[config.mk]
export PLATFORM = sky130hd
export DESIGN_NAME = run_segment_image_moments_unit
export DESIGN_NICKNAME = d
export VERILOG_FILES = /design/src/rtl/rism_pkg.sv /design/src/rtl/rism_mul.sv /design/src/rtl/run_segment_image_moments_unit.sv
export SDC_FILE = /design/constraint.sdc
export NUM_CORES = 2
export LEC_CHECK = 0
export ABC_AREA = 0
export BUFFER_PORTS_ARGS = -buffer_cell sky130_fd_sc_hd__buf_4
export CAP_MARGIN = 5
export CORE_MARGIN = 10
export CORE_UTILIZATION = 35
export DETAILED_ROUTE_END_ITERATION = 10
export SYNTH_ARGS = -nofsm -noshare
export SYNTH_HDL_FRONTEND = slang
export SYNTH_SLANG_ARGS = --single-unit
[constraint.sdc]
create_clock -name i_clk -period 14.3 [get_ports i_clk]
set_clock_uncertainty 0.2 [all_clocks]
set_input_delay 1.43 -clock i_clk [delete_from_list [all_inputs] [get_ports i_clk]]
set_output_delay 1.43 -clock i_clk [all_outputs]
set_load 0.02 [all_outputs]
[src/rtl/rism_pkg.sv]
// Shared widths, operand type and a helper function for the run segment moments block.
package rism_pkg;

    // Shared multiplier operand and kept product widths.
    localparam int OP_W   = 25;
    localparam int PROD_W = 41;

    // Result field widths.
    localparam int AREA_W = 21;
    localparam int SUMX_W = 30;
    localparam int SUMY_W = 30;
    localparam int CXX_W  = 40;
    localparam int CXY_W  = 41;
    localparam int CYY_W  = 40;

    // Inverse of three modulo 2^21, used for exact division of a multiple of three.
    localparam int      INV3_W = 21;
    localparam logic [INV3_W-1:0] INV3 = 21'd699051;

    typedef logic signed [OP_W-1:0] t_operand;

    // Residue of an 11-bit value modulo three: base-4 digits sum, then fold.
    function automatic logic [1:0] mod3_11(input logic [10:0] v);
        logic [4:0] s;
        s = 5'(v[1:0]) + 5'(v[3:2]) + 5'(v[5:4]) + 5'(v[7:6]) + 5'(v[9:8]) + 5'(v[10]);
        if (s >= 5'd12) begin
            s = s - 5'd12;
        end
        if (s >= 5'd6) begin
            s = s - 5'd6;
        end
        if (s >= 5'd3) begin
            s = s - 5'd3;
        end
        return s[1:0];
    endfunction

endpackage

[src/rtl/rism_mul.sv]
// Shared signed multiplier with a registered product.
module rism_mul
    import rism_pkg::*;
(
    input  logic              i_clk,
    input  t_operand          i_a,
    input  t_operand          i_b,
    output logic [PROD_W-1:0] o_prod
);

    logic signed [2*OP_W-1:0] prod_full;
    logic [PROD_W-1:0]        r_prod;

    // Full signed product; only the low bits feed the modular accumulators.
    assign prod_full = i_a * i_b;

    always_ff @(posedge i_clk) begin
        r_prod <= prod_full[PROD_W-1:0];
    end

    assign o_prod = r_prod;

endmodule

[src/rtl/run_segment_image_moments_unit.sv]
// Top level: sequencer, accumulators and output register for blob moments from run segments.
// Each segment passes through an idle step that takes the word, then eleven steps in which
// one shared multiplier does ten products in turn; the multiplier sets the rate.
// A new segment is taken only after the previous one's final step; a final segment's result
// word is registered from its final step, which waits while the previous word is not taken.
// Reset (synchronous, active low) clears the sequencer, the accumulators and the output valid.
module run_segment_image_moments_unit
    import rism_pkg::*;
(
    input  logic         i_clk,
    input  logic         i_rst_n,
    input  logic         i_s_tvalid,
    output logic         o_s_tready,
    // seg_x[9:0], seg_y[19:10], run_length[30:20], center_x[40:31], center_y[50:41], zero pad
    input  logic [55:0]  i_s_tdata,
    // last_segment
    input  logic         i_s_tlast,
    output logic         o_m_tvalid,
    input  logic         i_m_tready,
    // area[20:0], sum_x[50:21], sum_y[80:51], central_xx[120:81], central_xy[161:121],
    // central_yy[201:162], zero pad
    output logic [207:0] o_m_tdata
);

    // Sequencer steps.
    localparam logic [3:0] S_IDLE = 4'd0;
    localparam logic [3:0] S_P    = 4'd1;
    localparam logic [3:0] S_XN   = 4'd2;
    localparam logic [3:0] S_Q    = 4'd3;
    localparam logic [3:0] S_NY   = 4'd4;
    localparam logic [3:0] S_H    = 4'd5;
    localparam logic [3:0] S_NA   = 4'd6;
    localparam logic [3:0] S_DX2  = 4'd7;
    localparam logic [3:0] S_ANAP = 4'd8;
    localparam logic [3:0] S_NDX2 = 4'd9;
    localparam logic [3:0] S_XY   = 4'd10;
    localparam logic [3:0] S_DONE = 4'd11;

    logic [3:0]        r_state;
    logic [3:0]        n_state;

    // Captured segment.
    logic [9:0]        r_x;
    logic [9:0]        r_y0;
    logic [10:0]       r_n;
    logic [9:0]        r_cx;
    logic [9:0]        r_cy;
    logic              r_last;

    // Intermediate results.
    logic [20:0]       r_g;
    logic [20:0]       r_q;
    t_operand          r_sdy;
    t_operand          r_nap;
    logic [19:0]       r_dx2;

    // Accumulators.
    logic [AREA_W-1:0] r_acc_area;
    logic [SUMX_W-1:0] r_acc_sum_x;
    logic [SUMY_W-1:0] r_acc_sum_y;
    logic [CXX_W-1:0]  r_acc_cxx;
    logic [CXY_W-1:0]  r_acc_cxy;
    logic [CYY_W-1:0]  r_acc_cyy;
    logic [CXY_W-1:0]  n_acc_cxy;

    // Output register.
    logic              r_out_valid;
    logic [201:0]      r_out_data;

    t_operand          mul_a;
    t_operand          mul_b;
    logic [PROD_W-1:0] prod;

    logic signed [10:0] a_dif;
    logic signed [10:0] dx;
    logic [10:0]        n_m1;
    logic [11:0]        two_n_m1;
    logic               r2;
    logic [20:0]        d_op;
    logic [20:0]        e_op;
    logic               in_fire;
    logic               done_go;

    rism_mul u_mul (
        .i_clk  (i_clk),
        .i_a    (mul_a),
        .i_b    (mul_b),
        .o_prod (prod)
    );

    // Offsets from the centre and the factors of the closed-form row sums.
    assign a_dif    = 11'($signed({1'b0, r_y0}) - $signed({1'b0, r_cy}));
    assign dx       = 11'($signed({1'b0, r_x}) - $signed({1'b0, r_cx}));
    assign n_m1     = r_n - 11'd1;
    assign two_n_m1 = {r_n, 1'b0} - 12'd1;

    // The factor that three divides: 2n-1 when n is two modulo three, else n(n-1)/2.
    assign r2   = (mod3_11(r_n) == 2'd2);
    assign d_op = r2 ? 21'(two_n_m1) : r_g;
    assign e_op = r2 ? r_g : 21'(two_n_m1);

    assign in_fire    = i_s_tvalid && o_s_tready;
    assign o_s_tready = (r_state == S_IDLE);
    assign done_go    = !r_last || !r_out_valid || i_m_tready;
    assign n_acc_cxy  = r_acc_cxy + prod[CXY_W-1:0];

    // Operand selection for the shared multiplier; the last product is held through the
    // final step so that it is still there when that step waits.
    always_comb begin
        mul_a = '0;
        mul_b = '0;
        case (r_state)
            S_P: begin
                mul_a = OP_W'(r_n);
                mul_b = OP_W'(n_m1);
            end
            S_XN: begin
                mul_a = OP_W'(r_x);
                mul_b = OP_W'(r_n);
            end
            S_Q: begin
                mul_a = OP_W'(d_op);
                mul_b = OP_W'(INV3);
            end
            S_NY: begin
                mul_a = OP_W'(r_n);
                mul_b = OP_W'(r_y0);
            end
            S_H: begin
                mul_a = OP_W'(r_q);
                mul_b = OP_W'(e_op);
            end
            S_NA: begin
                mul_a = OP_W'(r_n);
                mul_b = OP_W'(a_dif);
            end
            S_DX2: begin
                mul_a = OP_W'(dx);
                mul_b = OP_W'(dx);
            end
            S_ANAP: begin
                mul_a = OP_W'(a_dif);
                mul_b = r_nap;
            end
            S_NDX2: begin
                mul_a = OP_W'(r_n);
                mul_b = OP_W'(r_dx2);
            end
            S_XY, S_DONE: begin
                mul_a = OP_W'(dx);
                mul_b = r_sdy;
            end
            default: begin
                mul_a = '0;
                mul_b = '0;
            end
        endcase
    end

    // Next step of the sequencer.
    always_comb begin
        n_state = r_state;
        case (r_state)
            S_IDLE: begin
                if (in_fire) begin
                    n_state = S_P;
                end
            end
            S_DONE: begin
                if (done_go) begin
                    n_state = S_IDLE;
                end
            end
            default: begin
                n_state = r_state + 4'd1;
            end
        endcase
    end

    // Control state and accumulators.
    always_ff @(posedge i_clk) begin
        if (!i_rst_n) begin
            r_state     <= S_IDLE;
            r_out_valid <= 1'b0;
            r_acc_area  <= '0;
            r_acc_sum_x <= '0;
            r_acc_sum_y <= '0;
            r_acc_cxx   <= '0;
            r_acc_cxy   <= '0;
            r_acc_cyy   <= '0;
        end else begin
            r_state <= n_state;
            // A new result word replaces the old one, else a taken word is dropped.
            if (r_state == S_DONE && done_go && r_last) begin
                r_out_valid <= 1'b1;
            end else if (i_m_tready) begin
                r_out_valid <= 1'b0;
            end
            case (r_state)
                S_P: begin
                    r_acc_area <= r_acc_area + AREA_W'(r_n);
                end
                S_Q: begin
                    r_acc_sum_x <= r_acc_sum_x + prod[SUMX_W-1:0];
                end
                S_H: begin
                    r_acc_sum_y <= r_acc_sum_y + prod[SUMY_W-1:0] + SUMY_W'(r_g);
                end
                S_NA: begin
                    r_acc_cyy <= r_acc_cyy + prod[CYY_W-1:0];
                end
                S_NDX2: begin
                    r_acc_cyy <= r_acc_cyy + prod[CYY_W-1:0];
                end
                S_XY: begin
                    r_acc_cxx <= r_acc_cxx + prod[CXX_W-1:0];
                end
                S_DONE: begin
                    if (done_go) begin
                        if (r_last) begin
                            r_acc_area  <= '0;
                            r_acc_sum_x <= '0;
                            r_acc_sum_y <= '0;
                            r_acc_cxx   <= '0;
                            r_acc_cxy   <= '0;
                            r_acc_cyy   <= '0;
                        end else begin
                            r_acc_cxy <= n_acc_cxy;
                        end
                    end
                end
                default: begin
                end
            endcase
        end
    end

    // Segment capture, intermediate results and the result word.
    always_ff @(posedge i_clk) begin
        if (in_fire) begin
            r_x    <= i_s_tdata[9:0];
            r_y0   <= i_s_tdata[19:10];
            r_n    <= i_s_tdata[30:20];
            r_cx   <= i_s_tdata[40:31];
            r_cy   <= i_s_tdata[50:41];
            r_last <= i_s_tlast;
        end
        case (r_state)
            S_XN: begin
                r_g <= prod[21:1];
            end
            S_NY: begin
                r_q <= prod[20:0];
            end
            S_DX2: begin
                r_sdy <= prod[OP_W-1:0] + OP_W'(r_g);
                r_nap <= prod[OP_W-1:0] + OP_W'({r_g, 1'b0});
            end
            S_ANAP: begin
                r_dx2 <= prod[19:0];
            end
            S_DONE: begin
                if (done_go && r_last) begin
                    r_out_data <= {r_acc_cyy, n_acc_cxy, r_acc_cxx,
                                   r_acc_sum_y, r_acc_sum_x, r_acc_area};
                end
            end
            default: begin
            end
        endcase
    end

    assign o_m_tvalid = r_out_valid;
    assign o_m_tdata  = {6'd0, r_out_data};

`ifndef SYNTHESIS
    // A taken segment keeps the block busy in the next cycle.
    a_busy_after_take: assert property (@(posedge i_clk) disable iff (!i_rst_n)
        in_fire |=> !o_s_tready)
        else $error("segment taken while the previous one was still in work");

    // A result word only appears from the final step of a final segment.
    a_result_source: assert property (@(posedge i_clk) disable iff (!i_rst_n)
        $rose(o_m_tvalid) |-> ($past(r_state) == S_DONE) && $past(r_last))
        else $error("result word raised outside the final step");

    // The final step of a final segment holds while the previous result word waits.
    a_final_hold: assert property (@(posedge i_clk) disable iff (!i_rst_n)
        (r_state == S_DONE && r_last && o_m_tvalid && !i_m_tready) |=>
        (r_state == S_DONE) && $stable(r_acc_cxy))
        else $error("final step advanced over an untaken result word");

    // Accumulators restart from zero once a result word is formed.
    a_clear_after_result: assert property (@(posedge i_clk) disable iff (!i_rst_n)
        $rose(o_m_tvalid) |-> (r_acc_area == '0) && (r_acc_cyy == '0))
        else $error("accumulators not cleared after a result word");
`endif

endmodule

# --- After elaboration in Yosys (flattened, before gate mapping) ---
# Cells that the tools add are included.
word_totals:
  regBits: 614
  in_bits: 61
  output_inout_bits: 210
  elab_cells: 113
op_classes:
  n_addsub: 22
  n_mul: 1
  order_cmp: 3
  n_eq_ne: 15
  n_mux: 24
  n_reduce_logical: 27
ops:
  columns: ["op", "count"]
  rows:
  - ["25-bit one-hot mux with 10 select lines", 1]
  - ["40-bit one-hot mux with 2 select lines", 2]
  - ["25-bit one-hot mux with 6 select lines", 1]
  - ["30-bit one-hot mux with 2 select lines", 2]
  - ["21-bit two-way mux", 4]
  - ["40-bit adder", 2]
  - ["40-bit two-way mux", 2]
  - ["30-bit adder", 2]
  - ["30-bit two-way mux", 2]
  - ["21-bit one-hot mux with 2 select lines", 1]
  - ["41-bit adder", 1]
  - ["25-bit by 25-bit multiplier with 41-bit output", 1]
  - ["41-bit two-way mux", 1]
  - ["30-bit by 21-bit adder with 30-bit output", 1]
  - ["25-bit by 21-bit adder with 25-bit output", 1]
  - ["25-bit by 22-bit adder with 25-bit output", 1]
  - ["10-bit by 10-bit subtractor with 11-bit output", 2]
  - ["21-bit by 11-bit adder with 21-bit output", 1]
  - ["4-bit by 3-bit equality test with 1-bit output (second input constant)", 4]
  - ["4-bit equality test (second input constant)", 4]
  - ["3-bit AND reduction", 5]
  - ["2-bit nonzero test", 6]
  - ["12-bit by 1-bit subtractor with 12-bit output (second input constant)", 1]
  - ["11-bit by 1-bit subtractor with 11-bit output (second input constant)", 1]
  - ["other kinds (30)", 43]

# --- Logic depth before layout (Yosys ltp) ---
logic_depth:
  depth_word: 15
  ltp_mapped: 54
  depth_no_buf: 50

# --- Hierarchy ---
# A second synthesis with hierarchy kept.
unflattened:
  hier_cells: 5381
  hier_area_um2: 53244.8
modules_own_cells:
  columns: ["module", "n_inst", "cells_each", "area_per_inst_um2", "seq_area_each_um2"]
  rows:
  - ["run_segment_image_moments_unit", 1, 3119, 32433.6, 15134.5]
  - ["rism_mul", 1, 2262, 20811.2, 820.8]

# --- Worst setup path after synthesis ---
# OpenSTA, ideal clock, no wires.
synth_timing:
  kind: "flip-flop to flip-flop"
  from: "register r_n[0]"
  to: "register u_mul.r_prod[40], in the netlist u_mul.o_prod[40]"
  setup_ns: 0.130
  arrival_ns: 12.072
  required_time_ns: 13.970
  path_slack_ns: 1.899
  stages_incl_launch_ff: 53
  n_path_buf: 5
  synth_period_minus_slack_ns: 12.401
  cell_sequence: "edfxtp_1 fa_1 fa_1 inv_1 fa_1 inv_1 ha_1 fa_1 xor2_1 ha_1 clkbuf_1 nand2_1 o21ai_1 o21ai_1 nor2_1 o211ai_1 o21ai_0 ha_1 [17 not listed] fa_1 ha_1 fa_1 inv_1 fa_1 inv_1 ha_1 a21oi_1 nand3_1 o31a_1 a221oi_2 a21oi_1 o221ai_1 nor3b_1 a31oi_1 nand2_1 o21ai_0 xnor3_1"
synth_via:
  elab_chain_len: 15
  elab_cells_between_ends: 22
  cone_classes: "10 x add/sub; 1 x mul; 3 x order compare; 1 x eq/ne; 7 x mux"
synth_lines:
  columns: ["element", "line", "rtl"]
  rows:
  - ["start, declared", "run_segment_image_moments_unit.sv:45", "logic [10:0] r_n;"]
  - ["start signal, assigned", "run_segment_image_moments_unit.sv:243", "r_n <= i_s_tdata[30:20];"]
  - ["2-bit by 2-bit adder with 3-bit output", "rism_pkg.sv:25", "s = 5'(v[1:0]) + 5'(v[3:2]) + 5'(v[5:4]) + 5'(v[7:6]) + 5'(v[9:8]) + 5'(v[10]);"]
  - ["3-bit by 2-bit adder with 4-bit output", "rism_pkg.sv:25", null]
  - ["4-bit by 2-bit adder with 5-bit output", "rism_pkg.sv:25", null]
  - ["5-bit by 2-bit adder with 5-bit output", "rism_pkg.sv:25", null]
  - ["5-bit by 1-bit adder with 5-bit output", "rism_pkg.sv:25", null]
  - ["5-bit by 4-bit subtractor with 5-bit output / 5-bit by 4-bit greater-or-equal comparator with 1-bit output (equally long branches)", "rism_pkg.sv:27, rism_pkg.sv:26", null]
  - ["5-bit two-way mux", "rism_pkg.sv:26", "if (s >= 5'd12) begin"]
  - ["5-bit by 3-bit subtractor with 5-bit output / 5-bit by 3-bit greater-or-equal comparator with 1-bit output (equally long branches)", "rism_pkg.sv:30, rism_pkg.sv:29", null]
  - ["5-bit two-way mux", "rism_pkg.sv:29", "if (s >= 5'd6) begin"]
  - ["5-bit by 2-bit greater-or-equal comparator with 1-bit output / 2-bit subtractor (equally long branches)", "rism_pkg.sv:32, rism_pkg.sv:33", null]
  - ["2-bit two-way mux", "rism_pkg.sv:32", "if (s >= 5'd3) begin"]
  - ["2-bit equality test", "run_segment_image_moments_unit.sv:98", "assign r2 = (mod3_11(r_n) == 2'd2);"]
  - ["21-bit two-way mux (on tied branches)", "run_segment_image_moments_unit.sv:100, run_segment_image_moments_unit.sv:99", null]
  - ["25-bit one-hot mux with 10 select lines / 25-bit one-hot mux with 6 select lines (equally long branches)", "run_segment_image_moments_unit.sv:112", "case (r_state)"]
  - ["25-bit by 25-bit multiplier with 41-bit output *", "rism_mul.sv:15", "assign prod_full = i_a * i_b;"]
  - ["named net u_mul.prod_full[40]", "rism_mul.sv:11", "logic signed [2*OP_W-1:0] prod_full;"]
  - ["end signal, assigned", "rism_mul.sv:18", "r_prod <= prod_full[PROD_W-1:0];"]
  - ["end, declared", "rism_mul.sv:12", "logic [PROD_W-1:0] r_prod;"]
# The timed path passes the listed nets; every way through them passes the cells marked *.
# A chain may end at the register's enable or synchronous reset.

# --- Worst setup path after layout ---
layout_timing:
  from: "register r_n[1]"
  to: "register u_mul.r_prod[40], in the netlist u_mul.o_prod[40]"
# The elaborated chain is that of the path after synthesis.

==> results.md <==
- Status: finished, final reports clean
- Fmax: 73.59 MHz
- Clock-pin slew on the worst setup and hold paths: 0.06 ns
- GR Util All Layers: 0.1977
- Global-route wire length before repair: 247.7 mm
- Period utilization: 0.9503
- H-tree depth: 3
- Power density over cell area: 138.8 mW/mm^2
- RSZ-0062 raised after global routing: false
- Drt initial violations: 3175
- Post-synthesis cell area: 0.05172 sq mm
- # IOs: 271
- Gr ovfl total: 0
- Arrival time worst endpoint: 13.92 ns
- Critical Path Max Stage Delay: 0.82 ns
- Slowest library cell on the worst path: a221oi_1
- Pin count of the biggest net entering global routing: 100
- Critical R2R Launch: r_n[1]
- Worst reg2reg path depth: 48
- Final setup viols: 0
- Postcts setup bufs: 0
- Most Frequent Cell on Critical Path: fa_1
- Core Util, Final: 0.4010
- Clock sink count: 614
- Max-slew violation count: 0
- Ys flop type: edfxtp_1
- Type of the most critical hold path: register to register
- Antenna violations before repair: 6
- Worst setup margin: around 0.7 ns
- EDFF count, synth: roughly 370
- WP data required: 14.63 ns
- Die extent in x: 404.4 microns
- Vias: about 40000
- Maximum VDD drop: 0.1551 mV
- WL final: 163.9 mm
- Number of iterations in the first detailed-routing pass: 8
- HP Start: r_acc_sum_y[27]
- Synth warn: 0
- GP Congestion: 0.9226
- P&R area growth vs syn: 14.21%
- Vias per inst: 5.295
- FF-to-FF setup slack: 0.71 ns
- Hold Path End: r_out_data[78]
- CTS Buf Count: 73
- Worst-Margin Slew: 1.182 ns
- Post-route setup TNS: 0 ns
- Antenna cells: 0
- Starting Density: 0.3511
- Share of post-route cells with drive strength above 1: 0.1083
- Vias in the first global route: 39977
- Post-synthesis sequential area ratio: 0.3085
- Clock Path Buffers: 3
- Detailed-route wire length per cell: 21.66 microns
- Number of cell rows: 141
- CP Class: register to register
- Place WS: 0.5727 ns
- Static Leak: 26.84 nW
- Detailed Place HPWL: 126.4 mm
- Cells after Synth: ~5300
- Post-layout nets: ~6600
- Die area: 0.1635 sq mm
- CP endpoint kind: register
- Worst-Skew Late Latency: 0.68 ns
- Routed Antenna Nets: 0
- CTS tree: yes
- Fin. Hold Viols: 0
- Max cap viols: 0
- PortBufs: 259
- FF-to-FF End: u_mul.o_prod[40]
- Ys async rst share: 0
- Die Height: 404.4 microns
- Yosys cell types: 92
- Flops & latches, synth: 614
- DRC viols: 0
- Minimum clock period: 13.59 ns
- Core Box Area: 0.1473 sq mm
- Hold Crit Depth: 0
- Root Buffer: clkbuf_16
- CP max FO: 14
- Worst setup SP type: register
- Mean area per synthesized cell: 9.827 sq um
- Slew HR: 0.2060
## cell usage in the layout, fill, tap and decap left out, types with 12 or more instances in the layout
cell and instances:
a211oi_1 24, a21boi_0 14, a21o_1 135, a21oi_1 263
a221o_1 14, a221oi_1 20, a222oi_1 21, a22oi_1 121
a31o_2 12, a31oi_1 29, a32o_1 12, and2_1 32
and3_1 26, buf_4 427, clkbuf_1 19, clkbuf_16 78
clkinv_2 14, dfxtp_1 248, edfxtp_1 366, fa_1 561
ha_1 395, inv_1 756, mux2i_1 20, nand2_1 490
nand2b_1 44, nand3_1 90, nand4_1 13, nor2_1 518
nor2b_1 37, nor3_1 42, o211ai_1 24, o21a_1 36
o21ai_0 157, o21ai_1 14, o21bai_1 30, or3_1 19
xnor2_1 194, xor2_1 92
## cell families (layout without fill, tap and decap cells)
logic type,after synthesis,after routing,synth area share
other,1,6,0.00007251
AOI/OAI and AO/OA,1044,1044,0.1378
DFF,614,614,0.3085
xor gates and xnor gates,289,289,0.04950
adders and majority gates,957,957,0.3130
buffers and inverters,963,1329,0.07195
muxes,22,22,0.004306
and+or+nand+nor,1373,1373,0.1149
## stage by stage
step / total power, mW / instances / area [sq um] / hold WS (ns)
floorplan: 4.963 / 5268 / 51740 / 0.2238
global placement: 6.179 / 7429 / 56610 / 0.2436
detailed placement: 6.253 / 7429 / 56610 / 0.2504
CTS: 8.169 / 7564 / 59030 / 0.2608
global route: 8.701 / 7564 / 59070 / 0.2746
finish: 8.196 / 7564 / 59070 / 0.2680
## worst max-delay path by stage
stage           start          endpoint  slack, ns  depth (start not counted)
2_1_floorplan  r_n[0]  u_mul.o_prod[40]       1.90                         52
3_3_place_gp   r_n[1]  u_mul.o_prod[40]       0.80                         50
3_5_place_dp   r_n[1]  u_mul.o_prod[40]       0.57                         48
4_1_cts        r_n[1]  u_mul.o_prod[40]       0.53                         48
5_1_grt        r_n[1]  u_mul.o_prod[40]       0.01                         49
6_report       r_n[1]  u_mul.o_prod[40]       0.71                         48
## worst max-delay path: cells and delay by family, from the launching register on
| family | cells | cell delay [ns] |
|---|---|---|
| compound gates | 15 | 3.32 |
| xor+xnor | 2 | 0.81 |
| fa+ha+maj | 15 | 6.82 |
| buf+inv | 9 | 0.99 |
| flops | 1 | 0.42 |
| simple gates | 7 | 0.89 |
## power breakdown
group,internal [mW],switching (mW),leakage [nW]
Combinational,1.52,2.62,20.1
Clock,1.10,0.787,1.19
Sequential,2.04,0.133,5.53
Total,4.66,3.53,26.8
## routing by layer
metal  track usage  part of all wire  vias to the layer above
li1              -                 -                    18325
met1        0.2562              0.42                    20027
met3       0.03213             0.068                      296
met2        0.3295              0.48                     1402
met5             0                 0                        -
met4       0.07590             0.040                        0
## cells in the mapped netlist, drive strengths merged (7+ instances only)
| master | n | area, sq um |
|---|---|---|
| xor2 | 92 | 805.8 |
| nand3 | 90 | 450.4 |
| o31ai | 8 | 60.06 |
| nand3b | 8 | 60.06 |
| nor4 | 11 | 68.82 |
| o21a | 37 | 277.8 |
| edfxtp | 366 | 10990 |
| a31o | 12 | 105.1 |
| inv | 765 | 2872 |
| nand2b | 44 | 275.3 |
| a21oi | 267 | 1359 |
| o2111a | 10 | 112.6 |
| a21boi | 18 | 135.1 |
| or2 | 7 | 43.80 |
| o211ai | 24 | 180.2 |
| or3 | 19 | 118.9 |
| a222oi | 21 | 210.2 |
| nor2b | 37 | 231.5 |
| a21o | 135 | 1013 |
| a211o | 8 | 70.07 |
| and2 | 34 | 212.7 |
| nand2 | 493 | 1853 |
| o21ai | 173 | 869.6 |
| fa | 561 | 11230 |
| ha | 396 | 4955 |
| a32o | 12 | 120.1 |
| o2111ai | 13 | 120.1 |
| xnor2 | 196 | 1732 |
| a22oi | 121 | 908.4 |
| clkbuf | 137 | 514.2 |
| a211oi | 25 | 200.2 |
| mux2i | 20 | 200.2 |
| buf | 61 | 335.3 |
| a221o | 14 | 140.1 |
| a221oi | 23 | 231.5 |
| a31oi | 29 | 181.4 |
| nor3 | 43 | 215.2 |
| nor2 | 523 | 1971 |
| and3 | 27 | 168.9 |
| o21bai | 30 | 225.2 |
| nor3b | 11 | 82.58 |
| nand4 | 13 | 81.33 |
| dfxtp | 248 | 4965 |
| o221ai | 7 | 61.31 |
## registers in the layout, indices dropped and copies added (netlist names), 25 cells and up
signal and cells:
r_acc_cyy 40, r_acc_sum_x 30, u_mul.o_prod 41, r_acc_cxy 41
r_nap 25, r_sdy 25, r_out_data 202, r_acc_sum_y 30
r_acc_cxx 40
## repair_timing
item | CTS | global route
endpoints found under the setup margin | 0 | 1
resized for setup | 0 | 9
hold buffers | 0 | 0
## cell type report
cell class,count,area (sq um)
fill,14406,88240
multi-input combinational,3691,32160
tap,1930,2415
clock inverter,31,301.5
timing repair buffer,429,3237
inverter,765,2882
sequential,614,15960
clock buffer,104,2120
No activity file was read; power rests on OpenSTA's default activity.
